[src/psoc_pkg.sv]
// Package for the presence set occupancy checker: item kinds, status codes,
// controller states and the structs passed along the slot cell chain. No dependencies.
`timescale 1ns / 1ps

package psoc_pkg;

    // Field widths fixed by the stream format.
    localparam int KIND_W   = 2;
    localparam int MKEY_W   = 16;
    localparam int STATUS_W = 3;
    localparam int OCC_W    = 5;
    localparam int IN_DATA_W  = 16;
    localparam int OUT_DATA_W = 16;

    typedef enum logic [KIND_W-1:0] {
        K_ENTER = 2'd0,
        K_LEAVE = 2'd1,
        K_END   = 2'd2,
        K_NONE  = 2'd3
    } t_kind;

    typedef enum logic [STATUS_W-1:0] {
        ST_OK      = 3'd0,
        ST_DUP     = 3'd1,
        ST_ABSENT  = 3'd2,
        ST_FULL    = 3'd3,
        ST_IGNORED = 3'd4
    } t_status;

    typedef enum logic [1:0] {
        S_IDLE,
        S_SCAN,
        S_COMMIT
    } t_state;

    // Lookup token that walks from cell to cell, one cell per cycle.
    typedef struct packed {
        logic active;
        logic hit;
        logic free_found;
    } t_scan;

    // Table update broadcast to all cells when an item commits.
    typedef struct packed {
        logic write;
        logic clear;
        logic clear_all;
    } t_cmd;

endpackage

[src/psoc_cell.sv]
// One slot of the presence table: a key register, its valid bit and one
// stage of the lookup token chain. Depends on psoc_pkg.
`timescale 1ns / 1ps

module psoc_cell #(
    parameter int IDX_W    = 4,
    parameter int KEY_BITS = 16,
    parameter int CELL_IDX = 0
) (
    input  logic                    i_clk,
    input  logic                    i_rst_n,
    input  psoc_pkg::t_scan         i_scan,
    input  logic [IDX_W-1:0]        i_hit_idx,
    input  logic [IDX_W-1:0]        i_free_idx,
    input  logic [KEY_BITS-1:0]     i_key,
    output psoc_pkg::t_scan         o_scan,
    output logic [IDX_W-1:0]        o_hit_idx,
    output logic [IDX_W-1:0]        o_free_idx,
    input  psoc_pkg::t_cmd          i_cmd,
    input  logic [IDX_W-1:0]        i_cmd_idx,
    input  logic [KEY_BITS-1:0]     i_cmd_key,
    output logic                    o_valid
);

    localparam logic [IDX_W-1:0] MY_IDX = IDX_W'(CELL_IDX);

    logic                r_valid;
    logic [KEY_BITS-1:0] r_key;
    psoc_pkg::t_scan     r_scan;
    psoc_pkg::t_scan     n_scan;
    logic [IDX_W-1:0]    r_hit_idx;
    logic [IDX_W-1:0]    n_hit_idx;
    logic [IDX_W-1:0]    r_free_idx;
    logic [IDX_W-1:0]    n_free_idx;
    logic                sel;

    assign sel = (i_cmd_idx == MY_IDX);

    // Fold this slot into the token: first match and lowest free slot.
    always_comb begin
        n_scan     = i_scan;
        n_hit_idx  = i_hit_idx;
        n_free_idx = i_free_idx;
        if (i_scan.active) begin
            if (r_valid && (r_key == i_key) && !i_scan.hit) begin
                n_scan.hit = 1'b1;
                n_hit_idx  = MY_IDX;
            end
            if (!r_valid && !i_scan.free_found) begin
                n_scan.free_found = 1'b1;
                n_free_idx        = MY_IDX;
            end
        end
    end

    // Token stage toward the next cell.
    always_ff @(posedge i_clk) begin
        if (!i_rst_n) begin
            r_scan <= '0;
        end else begin
            r_scan <= n_scan;
        end
        r_hit_idx  <= n_hit_idx;
        r_free_idx <= n_free_idx;
    end

    // Slot contents follow the broadcast update.
    always_ff @(posedge i_clk) begin
        if (!i_rst_n) begin
            r_valid <= 1'b0;
        end else if (i_cmd.clear_all) begin
            r_valid <= 1'b0;
        end else if (i_cmd.write && sel) begin
            r_valid <= 1'b1;
        end else if (i_cmd.clear && sel) begin
            r_valid <= 1'b0;
        end
    end

    always_ff @(posedge i_clk) begin
        if (i_cmd.write && sel) begin
            r_key <= i_cmd_key;
        end
    end

    assign o_scan     = r_scan;
    assign o_hit_idx  = r_hit_idx;
    assign o_free_idx = r_free_idx;
    assign o_valid    = r_valid;

endmodule

[config.mk]
export PLATFORM = sky130hd
export DESIGN_NAME = psoc_cell
export DESIGN_NICKNAME = d
export VERILOG_FILES = /design/src/psoc_pkg.sv /design/src/psoc_cell.sv
export SDC_FILE = /design/constraint.sdc
export NUM_CORES = 1
export LEC_CHECK = 0
export BUFFER_PORTS_ARGS = -buffer_cell sky130_fd_sc_hd__buf_2
export CAP_MARGIN = 10
export CORE_MARGIN = 5
export CORE_UTILIZATION = 39
export CTS_BUF_LIST = sky130_fd_sc_hd__clkbuf_8
export DETAILED_ROUTE_END_ITERATION = 12
export GPL_TIMING_DRIVEN = 0
export PLACE_DENSITY = 0.83
export SETUP_SLACK_MARGIN = 0.1
export SYNTH_ARGS = -nofsm -noshare
export SYNTH_HDL_FRONTEND = slang
export SYNTH_SLANG_ARGS = --single-unit
[constraint.sdc]
create_clock -name i_clk -period 1.15 [get_ports i_clk]
set_clock_uncertainty 0.05 [all_clocks]
set_input_delay 0.23 -clock i_clk [delete_from_list [all_inputs] [get_ports i_clk]]
set_output_delay 0.23 -clock i_clk [all_outputs]
set_load 0.05 [all_outputs]
==> impl_summary.md <==
Drt
The routed layout has approximately 770 vias. The post-detailed-route count of antenna-violating nets is 0. The detailed router's first-iteration violation count is 5. For this block, the routed nets add up to between 2000 and 2500 um of wire. The detailed-router iteration count before antenna repair is 4.

The detailed-route DRC error count is 0. The average routed wire per standard cell is ~14 um. The per-cell via count in the routed design is between 4 and 5.

Worst setup path
Along the worst path, the maximum fanout reaches 4. In this run the register-to-register setup slack is -0.15 ns. The critical path's largest stage delay is 0.42 ns. The critical path is of the reg2reg type. STA classifies the critical path endpoint as a flop.

At the worst endpoint, the required time is between 1 and 1.5 ns. The worst reg2reg path depth is 4. The startpoint identified for the worst register-to-register timing path is r_key[15]$_DFFE_PP_. The endpoint arrival time on the critical path is 1.40 ns. The critical path goes through xnor2_1 -> nand4_1 -> nor3_2 -> a21boi_0. The endpoint identified for the worst register-to-register timing path is o_hit_idx[2]$_DFF_P_.

On the critical path, the stage with the largest delay is an instance of edfxtp_1. The kind of launch point of the worst setup path is a flop.

Finish
The relative area change from synthesis to final layout is 53.3%. The fraction of final layout cells sized beyond drive strength 1 is 60.4%. The final layout contains roughly 190 nets.

The count of inserted antenna diode cells is 0.

Logic synthesis
The synthesized net count is about 120. A synthesized cell averages 14.8 um^2. The Yosys step of the flow raised 0 warnings. Sequential cells were found to cover 68.6% of the synthesized design area.

The count of cell types in the netlist is 17. After synthesis the cells add up to ~1100 um^2. Synthesis inferred 28 register bits.

Counting every instance in the synthesized netlist gives 71.

Clock network
The sink count of the clock tree is 28. CTS built an H-tree with a depth of 1. The number of hold-repair buffers added at the cts stage is 0.

In this run, CTS created clock tree buffers numbering 3. The clock network latency to the later pin of the worst-skew pair is around 0.26 ns. The buffer type at the clock tree root is clkbuf_8. Clock-pin slew was measured on the worst setup and hold paths at 0.09 ns. The clock tree from TritonCTS is yes.

The post-CTS setup buffer count is 0. No sink is reached through more buffers than the 2 on the longest clock path.

Timing
After layout, the worst setup slack is -0.154 ns. Setup repair after global routing could not meet its margin everywhere. In the finished design, the share of the clock period the worst path needs comes to 113%. The maximum clock frequency is 0.767 GHz.

In the final timing run, aggregate negative setup slack is -0.684 ns. At the pin with the least slew margin, the transition time is approximately 0.28 ns. The final count of pins violating max slew is 0. The number of setup violations in the final report is 5. For the finished layout, the period the worst path requires is approximately 1.3 ns. The headroom to the max-slew limit is between 80% and 90%. The final number of hold-violating endpoints was 0.

Global route
The first global-routing pass estimated 3470 um of wire. Global routing used a little over an eighth of the available tracks across all layers. The via count of the first global-routing pass is between 800 and 900. The number of antenna violations at the first check in global routing is 0. Entering global routing, the biggest net connects 16 pins. The remaining global-route overflow is 0.

Floorplan
The die covers approximately 3800 um^2. The floorplan step set the die width to slightly above 60 um. The initial utilization of the core area, before any placement, comes to 41.7%.

For this design the top-level I/O count stands at between 60 and 70. The die is 61.9 um tall. The area of the placeable core is between 2000 and 3000 um^2. The floorplan has 18 rows.

Status
The flow ran to the end, but the final reports show violations. The final reports fail on negative setup slack.

Min path
The startpoint identified for the worst hold timing path is i_cmd[0]. The worst min-delay path category is in2reg. The depth of the worst hold-timing path is 2.

For hold timing, the worst endpoint is o_valid$_SDFFE_PP0P_.

Power and ir drop
VDD sags by at most roughly 1200 uV. The static leakage is roughly 0.00066 uW. The clock network burns between 20 and 30% of the power.

Of the total power, combinational logic draws 15.9%. In this run the power density over the cells is between 1000 and 1500 nW/um^2. In this run switching power makes up between 20% and 30% of total power. The power dissipated by switching net loads is ~450 uW. Internal power comes to ~1600 uW.

Per report_power, the sequential group accounts for a little under three fifths of the total. The design draws just over 2000 uW.

Run
The max-capacitance violation count is 0.

Placed design
After legalization and detailed placement, the total HPWL measured between 1500 and 2000 um. At the end of routability-driven placement, the weighted congestion stood at between 0.7 and 0.8. The count of input and output buffers is 63.
layout by cell type (no fill, tap or decap), drive strengths merged:
cell type  instances
nand3              2
nor3               2
nor2               1
a31o               1
nand4              3
a21oi              1
nor4               1
nor2b              6
nor3b              1
edfxtp            16
and2               4
o21a               1
buf               63
dfxtp             12
xnor2             16
clkbuf             4
a21boi             4
nand2              1
state kept, by name (all words and copies together) (netlist names):
signal      flops
o_free_idx      4
o_hit_idx       4
o_scan          3
o_valid         1
r_key          16
Yosys cell counts (all sizes together):
library cell / instances / area, um^2
nor3b: 1 / 12.5
and2: 3 / 20.0
dfxtp: 12 / 240
nor4: 1 / 12.5
o21a: 1 / 7.51
a21oi: 1 / 5.00
nor2b: 6 / 37.5
nand4: 3 / 18.8
a21boi: 4 / 30.0
xnor2: 16 / 140
nor3: 2 / 20.0
edfxtp: 16 / 480
nand2: 1 / 3.75
a31o: 1 / 8.76
nand3: 2 / 10.0
nor2: 1 / 3.75
kinds of logic (layout without fill, tap and decap cells):
group | count (synthesis) | in the layout | share of synthesized area, %
buf+inv | 0 | 67 | 0
compound gates | 7 | 7 | 4.88
flops | 28 | 28 | 68.6
simple gates | 20 | 21 | 13.2
xor+xnor | 16 | 16 | 13.3
stage by stage:
| stage | setup slack [ns] | cell area (um^2) | hold WS, ns | util (%) | cells |
|---|---|---|---|---|---|
| after floorplan | 0.0159 | 1060 | 0.242 | - | 71 |
| after global placement | -0.150 | 1420 | 0.341 | 56.1 | 164 |
| after detailed placement | -0.205 | 1420 | 0.343 | 56.1 | 164 |
| after CTS | -0.167 | 1570 | 0.0527 | 62.2 | 169 |
| after global routing | -0.263 | 1610 | 0.0523 | 63.9 | 169 |
| final | -0.154 | 1610 | 0.0580 | 63.9 | 169 |
metal layers:
metal	routed length (um)	vias to the layer above	global-route usage [%]
li1	-	387	-
met1	793	347	13.0
met2	1430	30	25.9
met3	164	2	3.93
met4	13	0	3.64
met5	0	-	0
power by group through the flow:
| stage | sequential [uW] | combinational, uW | clock (uW) |
|---|---|---|---|
| 3_3_place_gp | 1120 | 264 | 0 |
| 5_1_grt | 1120 | 340 | 649 |
| 4_1_cts | 1110 | 305 | 595 |
| 3_5_place_dp | 1130 | 273 | 0 |
| 2_1_floorplan | 1210 | 62.6 | 0 |
| 6_report | 1120 | 319 | 579 |
layout make-up:
type,instances,area (um^2)
well taps,30,37.5
fillers,210,911
repair buffers,63,428
flip-flops and latches,28,733
clock buffers,4,55.1
multi-input cells,44,358
timing repair:
action,in CTS,in global routing
pin swaps,4,0
resized for setup,30,16
endpoints found under the hold margin,0,0
endpoints found under the setup margin,34,21
gates cloned,1,0
worst max-delay path: cells and delay by family, from the launching register on:
kind | cells | cell delay [ns]
flops | 1 | 0.42
compound gates | 1 | 0.13
xor+xnor | 1 | 0.16
simple gates | 2 | 0.43
worst max-delay path by stage:
stage                                   start                    to  slack, ns  cells past startpoint
after floorplan                  i_cmd_idx[1]    r_key[0]$_DFFE_PP_       0.02                      2
after global placement           i_cmd_idx[1]    r_key[3]$_DFFE_PP_      -0.15                      3
after detailed placement  r_key[13]$_DFFE_PP_  o_hit_idx[3]$_DFF_P_      -0.20                      4
after CTS                 r_key[15]$_DFFE_PP_  o_hit_idx[3]$_DFF_P_      -0.17                      4
after global routing      r_key[15]$_DFFE_PP_  o_hit_idx[0]$_DFF_P_      -0.26                      4
final                     r_key[15]$_DFFE_PP_  o_hit_idx[2]$_DFF_P_      -0.15                      4
(Power assumes the default switching activity.)
